===== src/rtl/efp_pkg.sv =====
`timescale 1ns / 1ps
package efp_pkg;

	localparam int FRAC_BITS     = 28;
	localparam int COORD_W       = 10;
	localparam int QUEUE_DEPTH   = 2;
	localparam int DEF_IMAGE_W   = 1024;
	localparam int DEF_IMAGE_H   = 1024;
	localparam int CFG_DATA_W    = 64;
	localparam int CFG_INDEX_W   = 3;
	localparam int WIDE_W        = 48;

	localparam logic [30:0] ZOOM_RESET  = 31'h2000_0000;
	localparam logic [15:0] LIMIT_RESET = 16'd100;
	localparam logic [30:0] ESC_RESET   = 31'h4000_0000;
	localparam logic [47:0] COLOR_RESET = 48'hFFFF_FF00_0000;
	localparam logic [23:0] BLACK       = 24'h00_0000;

	typedef enum logic [CFG_INDEX_W-1:0] {
		REG_KIND   = 3'd0,
		REG_ZOOM   = 3'd1,
		REG_OFF_X  = 3'd2,
		REG_OFF_Y  = 3'd3,
		REG_JULIA  = 3'd4,
		REG_LIMIT  = 3'd5,
		REG_ESCAPE = 3'd6,
		REG_COLOR  = 3'd7
	} cfg_reg_t;

	typedef struct packed {
		logic               fractal_kind;
		logic [30:0]        zoom_half_span;
		logic signed [31:0] view_offset_x;
		logic signed [31:0] view_offset_y;
		logic [63:0]        julia_constant;
		logic [15:0]        iteration_limit;
		logic [30:0]        escape_limit;
		logic [47:0]        color_endpoints;
	} cfg_t;

	typedef struct packed {
		logic [9:0] pixel_x;
		logic [9:0] pixel_y;
	} in_t;

	typedef struct packed {
		logic [9:0]  out_x;
		logic [9:0]  out_y;
		logic [23:0] pixel_color;
		logic        escaped;
		logic [15:0] escape_index;
	} out_t;

	// one mapped pixel between front and back
	typedef struct packed {
		logic [9:0]         px;
		logic [9:0]         py;
		logic signed [31:0] map_re;
		logic signed [31:0] map_im;
	} job_t;

	typedef enum logic [1:0] {
		F_IDLE,
		F_START,
		F_WAIT,
		F_PUSH
	} front_state_t;

	typedef enum logic [2:0] {
		B_IDLE,
		B_ITER,
		B_CMUL,
		B_CSTART,
		B_CWAIT,
		B_FIN
	} back_state_t;

	function automatic logic signed [31:0] sat32(input logic signed [WIDE_W-1:0] v);
		logic signed [WIDE_W-1:0] hi;
		logic signed [WIDE_W-1:0] lo;
		hi = WIDE_W'(32'sh7FFF_FFFF);
		lo = ~hi;
		if (v > hi)
			return 32'sh7FFF_FFFF;
		else if (v < lo)
			return 32'sh8000_0000;
		else
			return v[31:0];
	endfunction

endpackage


===== src/rtl/efp_queue.sv =====
`timescale 1ns / 1ps
module efp_queue (
	input  logic          clk,
	input  logic          arst_n,
	input  logic          push_valid,
	output logic          push_ready,
	input  efp_pkg::job_t push_data,
	output logic          pop_valid,
	input  logic          pop_ready,
	output efp_pkg::job_t pop_data
);
	import efp_pkg::*;

	localparam int PTR_W = $clog2(QUEUE_DEPTH);
	localparam int CNT_W = $clog2(QUEUE_DEPTH + 1);

	job_t             mem_q [QUEUE_DEPTH];
	logic [PTR_W-1:0] wr_q, rd_q;
	logic [CNT_W-1:0] cnt_q;
	logic             do_push, do_pop;

	assign push_ready = cnt_q != CNT_W'(QUEUE_DEPTH);
	assign pop_valid  = cnt_q != '0;
	assign do_push    = push_valid && push_ready;
	assign do_pop     = pop_valid && pop_ready;
	assign pop_data   = mem_q[rd_q];

	always_ff @(posedge clk or negedge arst_n) begin
		if (!arst_n) begin
			wr_q  <= '0;
			rd_q  <= '0;
			cnt_q <= '0;
		end else begin
			if (do_push)
				wr_q <= (wr_q == PTR_W'(QUEUE_DEPTH - 1)) ? '0 : wr_q + 1'b1;
			if (do_pop)
				rd_q <= (rd_q == PTR_W'(QUEUE_DEPTH - 1)) ? '0 : rd_q + 1'b1;
			if (do_push && !do_pop)
				cnt_q <= cnt_q + 1'b1;
			else if (do_pop && !do_push)
				cnt_q <= cnt_q - 1'b1;
		end
	end

	always_ff @(posedge clk) begin
		if (do_push)
			mem_q[wr_q] <= push_data;
	end
endmodule


===== config.mk =====
export PLATFORM = sky130hd
export DESIGN_NAME = efp_queue
export DESIGN_NICKNAME = d
export VERILOG_FILES = /design/src/rtl/efp_pkg.sv /design/src/rtl/efp_queue.sv
export SDC_FILE = /design/constraint.sdc
export NUM_CORES = 1
export LEC_CHECK = 0
export BUFFER_PORTS_ARGS = -buffer_cell sky130_fd_sc_hd__buf_2
export CAP_MARGIN = 10
export CORE_UTILIZATION = 35
export DETAILED_ROUTE_END_ITERATION = 16
export HOLD_SLACK_MARGIN = 0.08
export SLEW_MARGIN = 40
export SYNTH_ARGS = -nofsm -noshare
export SYNTH_HDL_FRONTEND = slang
export SYNTH_SLANG_ARGS = --single-unit
export TNS_END_PERCENT = 100

===== constraint.sdc =====
create_clock -name clk -period 4.71 [get_ports clk]
set_clock_uncertainty 0.1 [all_clocks]
set_input_delay 0.471 -clock clk [delete_from_list [all_inputs] [get_ports clk]]
set_output_delay 0.471 -clock clk [all_outputs]
set_load 0.03 [all_outputs]

==> results.sh <==
export IMPL_outcome="complete, no violations"
export IMPL_yosysSeqAreaShare=0.821
export IMPL_rsz0062_at_grt="false"
export IMPL_cts_setup_buffers=0
export IMPL_combPwrFrac=0.350
export IMPL_synthTopCellsByArea="edfxtp_1, mux2_1, mux2_2"
export IMPL_cp_arrival_ns=1.89
export IMPL_yosysTopAreaCellShare=0.805
export IMPL_start_kind="flop"
export IMPL_worstPathMaxFanout=37
export IMPL_avgSynthCellArea_um2=22.4
export IMPL_worstHoldStart="push_data[69]"
export IMPL_vias_per_cell=4.46
export IMPL_postRouteWirelength_um=11400
export IMPL_io_pins=174
export IMPL_yosysUniqueCellTypes=16
export IMPL_hold_class="input pin to flop"
export IMPL_power_leakage_nw=2.98
export IMPL_wl_met3_um=760
export IMPL_io_buffers=173
export IMPL_final_common_cell="buf_2"
export IMPL_yosys_area_top_type="edfxtp_1"
export IMPL_pwr_share_clk=0.236
export IMPL_worstHoldEndpoint="mem_q[0][69]$_DFFE_PP_"
export IMPL_drcViolationCount=0
export IMPL_min_period_over_period=0.522
export IMPL_final_cells=706
export IMPL_layout_common_cells="buf_2, edfxtp_1, mux2_1, mux2_2, clkbuf_16"
export IMPL_cts_root_buf="clkbuf_16"
export IMPL_final_setup_tns_ns=0
export IMPL_core_mm2=0.0174
export IMPL_dieArea_mm2=0.0184
export IMPL_max_stage_delay_ns=0.62
export IMPL_first_pass_iters=4
export IMPL_antenna_left=0
export IMPL_clock_sinks=172
export IMPL_hold_viol_final=0
export IMPL_synth_warning_count=0
export IMPL_dp_cells=673
export IMPL_cts_resized=0
export IMPL_grt_pass1_wl_um=17400
export IMPL_netlist_area_mm2=0.00626
export IMPL_p_seq_frac=0.414
export IMPL_diodes=0
export IMPL_overflow=0
export IMPL_final_hold_worst_slack_ns=0.141
export IMPL_drive_gt1_frac=0.503
export IMPL_clkTransAtPathRegs_ns=0.06
export IMPL_ys_ff_latch=172
export IMPL_hold_buffers=1
export IMPL_ctsLongestPathBuffers=2
export IMPL_cp_end_kind="output port"
export IMPL_crit_path_cell_trace="buf_12 > mux2_2 > buf_2"
export IMPL_holdPathStages=1
export IMPL_cp_slowest_cell="dfrtp_4"
export IMPL_die_w_um=136
export IMPL_highest_layer="met5"
export IMPL_finalNetCount=558
export IMPL_p_switching_mw=1.90
export IMPL_p_per_area_mw_per_mm2=668
export IMPL_post_drt_wl_per_cell_um=16.1
export IMPL_setup_viol=0
export IMPL_dieHeight_um=136
export IMPL_start_util=0.361
export IMPL_antenna_found_initial=2
export IMPL_fmaxAchievable_mhz=407
export IMPL_synth_net_count=368
export IMPL_rr_endpoint="mem_q[1][42]$_DFFE_PP_"
export IMPL_cts_tree="built"
export IMPL_grtUsageTotal=0.128
export IMPL_htree_levels=4
export IMPL_grt_max_degree=56
export IMPL_dr_first_iter_drc_count=133
export IMPL_wl_met1_um=4480
export IMPL_critPathBufInv=2
export IMPL_internal_power_mw=3.42
export IMPL_vias=3150
export IMPL_drv_cap=0
export IMPL_place_congestion=0.660
export IMPL_rr_startpoint="cnt_q[0]$_DFFE_PN0P_"
export IMPL_synthCells=279
export IMPL_clkLatencyLatePin_ns=0.41
export IMPL_hpwl_um=7450
export IMPL_period_minus_slack_ns=2.46
export IMPL_grt_pass1_vias=3446
export IMPL_maxSlewViolCount=0
export IMPL_p_sw_frac=0.357
export IMPL_max_slew_margin=0.574
export IMPL_path_delay_family="flip-flops"
export IMPL_area_growth_pct=27.2
export IMPL_route_met2_wl_um=5850
export IMPL_ff2ff_path_depth=4
export IMPL_cts_buffers=17
export IMPL_tightest_slew_ns=0.639
export IMPL_rows=48
export IMPL_peakVddDrop_mv=0.342
export IMPL_r2r_slack_ns=2.53
export IMPL_worstSetupPathType="flop to output port"
export IMPL_cp_data_required_time_ns=4.14
[final cells by class]
cell class                      instances  area (µm²)
Inverter                                1        3.75
Clock inverter                         14         103
Clock buffer                           17         425
Fill cell                            1534        9390
Tap cell                              225         282
Timing Repair Buffer                  180         958
Multi-Input combinational cell         97        1050
Sequential cell                       172        5150
[synthesized netlist by cell type]
library cell  instances
buf_6                 5
inv_1                 1
dfrtp_1               4
ha_1                  1
mux2_2               34
nand2_1               2
buf_2                 3
nand2b_1              1
edfxtp_1            168
or2_2                 1
xnor2_1               3
nor2_1                2
xor2_1                2
mux2_1               50
and3_1                1
buf_4                 1
[metrics by stage]
stage / util / worst slack (ns) / total power [mW] / instance area, µm²
6_report: 0.459 / 2.25 / 5.33 / 7970
5_1_grt: 0.459 / 2.15 / 5.58 / 7970
4_1_cts: 0.458 / 2.20 / 5.41 / 7950
3_5_place_dp: 0.427 / 2.36 / 4.13 / 7410
3_3_place_gp: 0.425 / 2.26 / 4.06 / 7370
2_1_floorplan: - / 1.10 / 3.61 / 6270
[registers in the layout (all words and copies together) (netlist names)]
name / flops
mem_q: 168
cnt_q: 2
wr_q: 1
rd_q: 1
[routing by layer]
metal / vias to the layer above / track usage
met5: - / 0
met1: 1533 / 0.140
met3: 19 / 0.0456
met4: 4 / 0.0574
met2: 108 / 0.221
li1: 1486 / -
[power groups by stage]
stage | sequential (mW) | clock [mW] | combinational, mW
after floorplan | 2.20 | 0 | 1.40
after global placement | 2.34 | 0 | 1.72
after detailed placement | 2.25 | 0 | 1.88
after CTS | 2.22 | 1.30 | 1.90
after global routing | 2.24 | 1.35 | 1.99
final | 2.21 | 1.26 | 1.86
[cell families (layout without fill, tap and decap cells)]
family / Yosys count / in the layout / synth area share
flops: 172 / 172 / 0.821
mux: 84 / 84 / 0.151
fa+ha+maj: 1 / 1 / 0.00200
simple gates: 7 / 7 / 0.00540
xor+xnor: 5 / 5 / 0.00699
buf+inv: 10 / 212 / 0.0132
[worst max path at each step]
stage,startpoint,endpoint,slack [ns],cells after the start
after floorplan,cnt_q[0]$_DFFE_PN0P_,mem_q[0][0]$_DFFE_PP_,1.10,3
after global placement,rd_q$_DFFE_PN0P_,pop_data[68],2.26,2
after detailed placement,cnt_q[0]$_DFFE_PN0P_,mem_q[1][67]$_DFFE_PP_,2.36,3
after CTS,rd_q$_DFFE_PN0P_,pop_data[68],2.20,3
after global routing,rd_q$_DFFE_PN0P_,pop_data[63],2.15,3
final,rd_q$_DFFE_PN0P_,pop_data[68],2.25,3
No activity file was read; power rests on OpenSTA's default activity.
