**config.mk**
```make
export PLATFORM = sky130hd
export DESIGN_NAME = efp_front
export DESIGN_NICKNAME = d
export VERILOG_FILES = /design/src/rtl/efp_pkg.sv /design/src/rtl/efp_front.sv
export SDC_FILE = /design/constraint.sdc
export NUM_CORES = 2
export LEC_CHECK = 0
export BUFFER_PORTS_ARGS = -buffer_cell sky130_fd_sc_hd__buf_2
export CAP_MARGIN = 20
export CORE_MARGIN = 2
export CORE_UTILIZATION = 65
export DETAILED_ROUTE_END_ITERATION = 12
export PLACE_DENSITY = 0.92
export RECOVER_POWER = 50
export SLEW_MARGIN = 20
export SYNTH_ARGS = -nofsm -noshare
export SYNTH_HDL_FRONTEND = slang
export SYNTH_SLANG_ARGS = --single-unit
```
**constraint.sdc**
```tcl
create_clock -name clk -period 12.8 [get_ports clk]
set_input_delay 1.92 -clock clk [delete_from_list [all_inputs] [get_ports clk]]
set_output_delay 1.92 -clock clk [all_outputs]
set_load 0.02 [all_outputs]
```
**src/rtl/efp_pkg.sv**
```systemverilog
`timescale 1ns / 1ps
package efp_pkg;

	localparam int FRAC_BITS     = 28;
	localparam int COORD_W       = 10;
	localparam int QUEUE_DEPTH   = 2;
	localparam int DEF_IMAGE_W   = 1024;
	localparam int DEF_IMAGE_H   = 1024;
	localparam int CFG_DATA_W    = 64;
	localparam int CFG_INDEX_W   = 3;
	localparam int WIDE_W        = 48;

	localparam logic [30:0] ZOOM_RESET  = 31'h2000_0000;
	localparam logic [15:0] LIMIT_RESET = 16'd100;
	localparam logic [30:0] ESC_RESET   = 31'h4000_0000;
	localparam logic [47:0] COLOR_RESET = 48'hFFFF_FF00_0000;
	localparam logic [23:0] BLACK       = 24'h00_0000;

	typedef enum logic [CFG_INDEX_W-1:0] {
		REG_KIND   = 3'd0,
		REG_ZOOM   = 3'd1,
		REG_OFF_X  = 3'd2,
		REG_OFF_Y  = 3'd3,
		REG_JULIA  = 3'd4,
		REG_LIMIT  = 3'd5,
		REG_ESCAPE = 3'd6,
		REG_COLOR  = 3'd7
	} cfg_reg_t;

	typedef struct packed {
		logic               fractal_kind;
		logic [30:0]        zoom_half_span;
		logic signed [31:0] view_offset_x;
		logic signed [31:0] view_offset_y;
		logic [63:0]        julia_constant;
		logic [15:0]        iteration_limit;
		logic [30:0]        escape_limit;
		logic [47:0]        color_endpoints;
	} cfg_t;

	typedef struct packed {
		logic [9:0] pixel_x;
		logic [9:0] pixel_y;
	} in_t;

	typedef struct packed {
		logic [9:0]  out_x;
		logic [9:0]  out_y;
		logic [23:0] pixel_color;
		logic        escaped;
		logic [15:0] escape_index;
	} out_t;

	// one mapped pixel between front and back
	typedef struct packed {
		logic [9:0]         px;
		logic [9:0]         py;
		logic signed [31:0] map_re;
		logic signed [31:0] map_im;
	} job_t;

	typedef enum logic [1:0] {
		F_IDLE,
		F_START,
		F_WAIT,
		F_PUSH
	} front_state_t;

	typedef enum logic [2:0] {
		B_IDLE,
		B_ITER,
		B_CMUL,
		B_CSTART,
		B_CWAIT,
		B_FIN
	} back_state_t;

	function automatic logic signed [31:0] sat32(input logic signed [WIDE_W-1:0] v);
		logic signed [WIDE_W-1:0] hi;
		logic signed [WIDE_W-1:0] lo;
		hi = WIDE_W'(32'sh7FFF_FFFF);
		lo = ~hi;
		if (v > hi)
			return 32'sh7FFF_FFFF;
		else if (v < lo)
			return 32'sh8000_0000;
		else
			return v[31:0];
	endfunction

endpackage

```
**src/rtl/efp_front.sv**
```systemverilog
`timescale 1ns / 1ps
module efp_front #(
	parameter int IMAGE_WIDTH  = efp_pkg::DEF_IMAGE_W,
	parameter int IMAGE_HEIGHT = efp_pkg::DEF_IMAGE_H
) (
	input  logic          clk,
	input  logic          arst_n,
	input  efp_pkg::cfg_t cfg,
	input  logic          in_valid,
	output logic          in_ready,
	input  efp_pkg::in_t  in_data,
	output logic          job_valid,
	input  logic          job_ready,
	output efp_pkg::job_t job
);
	import efp_pkg::*;

	localparam int PROD_W  = 32 + COORD_W;
	localparam int CHUNK_W = 16;
	localparam int N_CHUNK = 3;
	localparam int RCP_W   = CHUNK_W * N_CHUNK;
	localparam int PART_W  = PROD_W + CHUNK_W;
	localparam int ACC_W   = PART_W + 1;
	localparam int LOG_W   = $clog2(IMAGE_WIDTH);
	localparam int LOG_H   = $clog2(IMAGE_HEIGHT);
	localparam int SHIFT_X = PROD_W + LOG_W - (N_CHUNK - 1) * CHUNK_W;
	localparam int SHIFT_Y = PROD_W + LOG_H - (N_CHUNK - 1) * CHUNK_W;

	// floor(2**(n+l)/d) + 1 gives an exact floor quotient for any n-bit numerator
	localparam logic [RCP_W-1:0] RCP_X =
		RCP_W'((64'd1 << (PROD_W + LOG_W)) / 64'(IMAGE_WIDTH) + 64'd1);
	localparam logic [RCP_W-1:0] RCP_Y =
		RCP_W'((64'd1 << (PROD_W + LOG_H)) / 64'(IMAGE_HEIGHT) + 64'd1);

	front_state_t state_q, state_d;

	logic [9:0]        px_q, py_q;
	logic [PROD_W-1:0] prod_x_q, prod_y_q;
	logic [31:0]       span;
	logic              start;
	logic              busy_q, done_q;
	logic [1:0]        step_q;
	logic [CHUNK_W-1:0] chunk_x, chunk_y;
	logic [PART_W-1:0] part_x, part_y;
	logic [ACC_W-1:0]  acc_x_q, acc_y_q;
	logic [PROD_W-1:0] quot_x, quot_y;
	logic signed [WIDE_W-1:0] re_wide, im_wide;

	assign span = {cfg.zoom_half_span, 1'b0};

	always_ff @(posedge clk or negedge arst_n) begin
		if (!arst_n)
			state_q <= F_IDLE;
		else
			state_q <= state_d;
	end

	always_comb begin
		state_d   = state_q;
		in_ready  = 1'b0;
		start     = 1'b0;
		job_valid = 1'b0;
		unique case (state_q)
			F_IDLE: begin
				in_ready = 1'b1;
				if (in_valid)
					state_d = F_START;
			end
			F_START: begin
				start   = 1'b1;
				state_d = F_WAIT;
			end
			F_WAIT: begin
				if (done_q)
					state_d = F_PUSH;
			end
			F_PUSH: begin
				job_valid = 1'b1;
				if (job_ready)
					state_d = F_IDLE;
			end
			default: state_d = F_IDLE;
		endcase
	end

	always_ff @(posedge clk) begin
		if (in_valid && in_ready) begin
			px_q     <= in_data.pixel_x;
			py_q     <= in_data.pixel_y;
			prod_x_q <= span * in_data.pixel_x;
			prod_y_q <= span * in_data.pixel_y;
		end
	end

	// division by the image size as a reciprocal multiply, one 16-bit slice per cycle
	assign chunk_x = RCP_X[step_q * CHUNK_W +: CHUNK_W];
	assign chunk_y = RCP_Y[step_q * CHUNK_W +: CHUNK_W];
	assign part_x  = prod_x_q * chunk_x;
	assign part_y  = prod_y_q * chunk_y;

	always_ff @(posedge clk or negedge arst_n) begin
		if (!arst_n) begin
			busy_q <= 1'b0;
			done_q <= 1'b0;
			step_q <= '0;
		end else if (start) begin
			busy_q <= 1'b1;
			done_q <= 1'b0;
			step_q <= 2'd1;
		end else if (busy_q) begin
			if (step_q == 2'(N_CHUNK - 1)) begin
				busy_q <= 1'b0;
				done_q <= 1'b1;
				step_q <= '0;
			end else begin
				step_q <= step_q + 1'b1;
			end
		end
	end

	// low slice first; dropping 16 bits per step keeps the running floor exact
	always_ff @(posedge clk) begin
		if (start) begin
			acc_x_q <= ACC_W'(part_x);
			acc_y_q <= ACC_W'(part_y);
		end else if (busy_q) begin
			acc_x_q <= (acc_x_q >> CHUNK_W) + ACC_W'(part_x);
			acc_y_q <= (acc_y_q >> CHUNK_W) + ACC_W'(part_y);
		end
	end

	assign quot_x = PROD_W'(acc_x_q >> SHIFT_X);
	assign quot_y = PROD_W'(acc_y_q >> SHIFT_Y);

	assign re_wide = WIDE_W'(cfg.view_offset_x) - $signed(WIDE_W'(cfg.zoom_half_span))
		+ $signed(WIDE_W'(quot_x));
	assign im_wide = WIDE_W'(cfg.view_offset_y) + $signed(WIDE_W'(cfg.zoom_half_span))
		- $signed(WIDE_W'(quot_y));

	assign job.px     = px_q;
	assign job.py     = py_q;
	assign job.map_re = sat32(re_wide);
	assign job.map_im = sat32(im_wide);
endmodule

```
==> flow_summary.rst <==
.. list-table::
   :header-rows: 1

   * - Metric
     - Value
   * - Static power due to leakage
     - 22.2 nW
   * - Max H-tree Level
     - 4
   * - HPWL reported at the end of detailed placement
     - 87100 µm
   * - Netlist Area Pre-Place
     - 41800 µm²
   * - Detailed Routing Iterations Pass 1
     - 6
   * - Category of the critical setup timing path
     - register to register
   * - Count of filler cells inserted in the layout
     - 4641
   * - Vias per inst
     - 6.12
   * - I/O Pins
     - 365
   * - Final Hold Violating Endpoints
     - 0
   * - Max Clock Skew
     - 0.0139 ns
   * - Pin count of the biggest net entering global routing
     - 89
   * - Syn. warnings
     - 0
   * - Post-Synthesis Mean Instance Area
     - 8.77 µm²
   * - Postcts setup bufs
     - 0
   * - Number of buffers on the longest clock path
     - 2
   * - Leading cell type in the layout, fill and taps excluded
     - sky130_fd_sc_hd__inv_1
   * - Sequential area share after synthesis
     - 13.0%
   * - Commonest non-fill, non-tap cells in the layout
     - 745 x sky130_fd_sc_hd__inv_1, 525 x sky130_fd_sc_hd__fa_1, 506 x sky130_fd_sc_hd__ha_1, 484 x sky130_fd_sc_hd__and2_1, 472 x sky130_fd_sc_hd__nand2_1
   * - Critical Path End Type
     - register
   * - Required time of the worst setup path
     - 13.08 ns
   * - Fraction of registers with async set/reset
     - 3.30%
   * - Max Fclk
     - 0.107 GHz
   * - ANT nets after route
     - 0
   * - Number of antenna cells inserted
     - 0
   * - Arrival time reported for the critical path endpoint
     - 9.60 ns
   * - Clock insertion delay at the later pin of the skew report
     - 0.54 ns
   * - Area growth, synth to finish
     - 4.55%
   * - Hold bufs inserted after CTS
     - 0
   * - DRC violation count after routing
     - 0
   * - Core area
     - 63300 µm²
   * - Cell Pwr Density
     - 280 nW/µm²
   * - Register-to-register setup slack
     - 3.48 ns
   * - GRT Overall Usage
     - 33.6%
   * - Die Height
     - 258 µm
   * - Number of pins exceeding their max-slew limit in the final report
     - 830
   * - Number of enable flip-flop cells after synthesis
     - 176
   * - Routed WL per cell
     - 19.6 µm
   * - Worst Max-Slew Pin Slew
     - 4.11 ns
   * - Standard-cell rows
     - 92
   * - TritonCTS clock tree
     - done
   * - Count of instances resized after the clock tree is built
     - 0
   * - Shortest period the worst path allows
     - 9.32 ns
   * - Proportion of layout cells with a drive suffix above 1
     - 6.01%
   * - Max Cap Viol
     - 22
   * - Global-route wire length before repair
     - 177000 µm
   * - Iteration-0 DRC Markers
     - 3058
   * - Number of cells produced by synthesis
     - 4766
   * - Post-synthesis register bit count
     - 182
   * - Failing checks
     - capacitance limit, slew limit
   * - Total clock sinks
     - 182
   * - Initial Utilization
     - 66.1%
   * - Count of buffers inserted at the top-level ports
     - 204
   * - Maximum resistive drop on vdd
     - 0.195 mV
   * - Global placer's final weighted congestion
     - 1.02
   * - Floorplan die area
     - 66400 µm²
   * - Main flop type after synthesis
     - sky130_fd_sc_hd__edfxtp_1
   * - Worst-path clk slew
     - 0.08 ns
   * - Setup repair after global routing missed its margin
     - no
   * - Startpoint type of the worst setup path
     - register
   * - Total congestion overflow after global routing
     - 0
   * - Crit share post-route
     - 72.8%
   * - Worst relative slew slack
     - -174%
   * - Setup TNS
     - 0 ns
   * - Via count of the first global-routing pass
     - 35300
   * - Via count
     - 34600
   * - Worst hold path class
     - register to register
   * - Count of unique library cells instantiated by Yosys
     - 107
   * - Result of the run
     - complete, but fails checks
   * - Inserted Clock Buffers
     - 17
   * - Die Width
     - 258 µm
   * - Final-stage net count
     - 6104
   * - Final-layout worst hold slack
     - 0.526 ns
   * - Total length of routed wires
     - 111000 µm
   * - Final number of setup-violating endpoints
     - 0
   * - Maximum fanout count along the critical path
     - 88
   * - Number of antenna violations at the first check in global routing
     - 1
   * - Root Driver
     - sky130_fd_sc_hd__clkbuf_16
[final cells by class]
cell class                      count  area, µm²  share of cell area (%)
Tap cell                          846       1060                    2.42
Multi-Input combinational cell   3634      32800                    75.0
Clock buffer                       17        425                   0.973
Sequential cell                   182       5440                    12.4
Inverter                          745       2800                    6.40
Timing Repair Buffer              214       1030                    2.35
Clock inverter                     15        200                   0.458
[per-stage QoR]
stage	setup slack [ns]	utilization [%]	std cells	power (mW)	cell area (µm²)
2_1_floorplan	5.19	-	4767	9.11	41800
3_3_place_gp	4.21	68.2	5620	11.0	43200
3_5_place_dp	4.17	68.2	5620	11.4	43200
4_1_cts	4.15	69.2	5652	12.1	43800
5_1_grt	2.82	69.1	5653	13.4	43700
6_report	3.48	69.1	5653	12.3	43700
[where the power goes]
part           leakage, nW  internal [mW]  switching (mW)
registers             1.83           1.34           0.229
clock network        0.296          0.268           0.316
logic                 20.1           4.09            6.02
[path summary, 6_finish.rpt]
kind                                        from                      to  cells after the start
max                        step_q[1]$_DFFE_PN0P_   acc_x_q[50]$_DFFE_PP_                     26
min                           done_q$_DFFE_PN0P_      done_q$_DFFE_PN0P_                      2
max reg2reg                step_q[1]$_DFFE_PN0P_   acc_x_q[50]$_DFFE_PP_                     26
min reg2reg                   done_q$_DFFE_PN0P_      done_q$_DFFE_PN0P_                      2
max in group asynchronous                 arst_n   step_q[0]$_DFFE_PN0P_                      1
min in group asynchronous                 arst_n  state_q[1]$_DFFE_PN0P_                      1
[layer usage]
metal | vias to the layer above | GRT usage [%] | wire (µm)
li1 | 15800 | - | -
met1 | 16800 | 39.7 | 41200
met2 | 1576 | 57.8 | 53800
met3 | 477 | 6.04 | 8780
met4 | 0 | 19.3 | 6960
met5 | - | 0 | 0
[cell usage after synthesis (8+ instances only)]
master                      number  area share (%)
sky130_fd_sc_hd__o21bai_1       33            0.59
sky130_fd_sc_hd__nor3b_1         9            0.16
sky130_fd_sc_hd__xor2_1        107             2.2
sky130_fd_sc_hd__o21ai_1        52            0.62
sky130_fd_sc_hd__o22ai_1         8            0.12
sky130_fd_sc_hd__edfxtp_1      176              13
sky130_fd_sc_hd__nor2b_1        29            0.43
sky130_fd_sc_hd__o31a_1          9            0.19
sky130_fd_sc_hd__and4_1         13            0.27
sky130_fd_sc_hd__and3_1         31            0.46
sky130_fd_sc_hd__nand2b_1       31            0.46
sky130_fd_sc_hd__a21oi_2        31            0.65
sky130_fd_sc_hd__a31oi_1        32            0.48
sky130_fd_sc_hd__a21o_1        139             2.5
sky130_fd_sc_hd__or2_2          12            0.18
sky130_fd_sc_hd__fa_1          525              25
sky130_fd_sc_hd__a211o_1         8            0.17
sky130_fd_sc_hd__nor2_1        126             1.1
sky130_fd_sc_hd__o211ai_1       22            0.39
sky130_fd_sc_hd__o21a_1         35            0.63
sky130_fd_sc_hd__clkbuf_1      180             1.6
sky130_fd_sc_hd__nand4_1        36            0.54
sky130_fd_sc_hd__inv_1         745             6.7
sky130_fd_sc_hd__or3_1          13            0.19
sky130_fd_sc_hd__nand3_1        57            0.68
sky130_fd_sc_hd__a2111oi_0      10            0.21
sky130_fd_sc_hd__xnor2_1       152             3.2
sky130_fd_sc_hd__and2_1        490             7.3
sky130_fd_sc_hd__nor4_1         10            0.15
sky130_fd_sc_hd__ha_1          506              15
sky130_fd_sc_hd__a21oi_1       233             2.8
sky130_fd_sc_hd__o21ai_0       160             1.9
sky130_fd_sc_hd__buf_2          20            0.24
sky130_fd_sc_hd__a211oi_1       34            0.61
sky130_fd_sc_hd__o31ai_1        14            0.25
sky130_fd_sc_hd__nand2_1       472             4.2
sky130_fd_sc_hd__nor3_1         40            0.48
[flip-flops by register name, indices dropped and copies added, names as in the netlist]
| name | flops |
|---|---|
| state_q | 2 |
| acc_x_q | 37 |
| prod_y_q | 41 |
| py_q | 10 |
| busy_q | 1 |
| prod_x_q | 41 |
| done_q | 1 |
| px_q | 10 |
| step_q | 2 |
| acc_y_q | 37 |
[cell families after synthesis]
| group | count (synthesis) | synth area share, % |
|---|---|---|
| xor gates and xnor gates | 259 | 5.42 |
| other | 1 | 0.00897 |
| adders and majority gates | 1031 | 40.3 |
| muxes | 14 | 0.377 |
| and+or+nand+nor | 1402 | 17.5 |
| DFF | 182 | 13.0 |
| buffers and inverters | 951 | 8.72 |
| AOI/OAI and AO/OA | 926 | 14.7 |
[worst max-delay path, cell delays in order (launching register included)]
cell and delay [ns]:
sky130_fd_sc_hd__dfrtp_1 0.47, sky130_fd_sc_hd__nor2b_4 0.17, sky130_fd_sc_hd__clkbuf_1 2.33, sky130_fd_sc_hd__and2_1 0.36, sky130_fd_sc_hd__ha_1 0.27, sky130_fd_sc_hd__ha_1 0.29, sky130_fd_sc_hd__ha_1 0.24, sky130_fd_sc_hd__fa_1 0.48
sky130_fd_sc_hd__a211oi_1 0.26, sky130_fd_sc_hd__nor2_1 0.12, sky130_fd_sc_hd__o21a_1 0.19, sky130_fd_sc_hd__o21ai_0 0.18, sky130_fd_sc_hd__nand2b_1 0.08, sky130_fd_sc_hd__a21oi_1 0.23, sky130_fd_sc_hd__xnor2_1 0.18, sky130_fd_sc_hd__ha_1 0.40
sky130_fd_sc_hd__nand4_1 0.12, sky130_fd_sc_hd__a21oi_1 0.18, sky130_fd_sc_hd__a221oi_1 0.13, sky130_fd_sc_hd__o21ai_0 0.54, sky130_fd_sc_hd__o31ai_1 0.20, sky130_fd_sc_hd__a21boi_1 0.30, sky130_fd_sc_hd__a221oi_1 0.19, sky130_fd_sc_hd__o21ai_1 0.39
sky130_fd_sc_hd__nand3b_1 0.24, sky130_fd_sc_hd__nor4b_2 0.39, sky130_fd_sc_hd__xnor2_1 0.10
No activity file was read; power rests on OpenSTA's default activity.
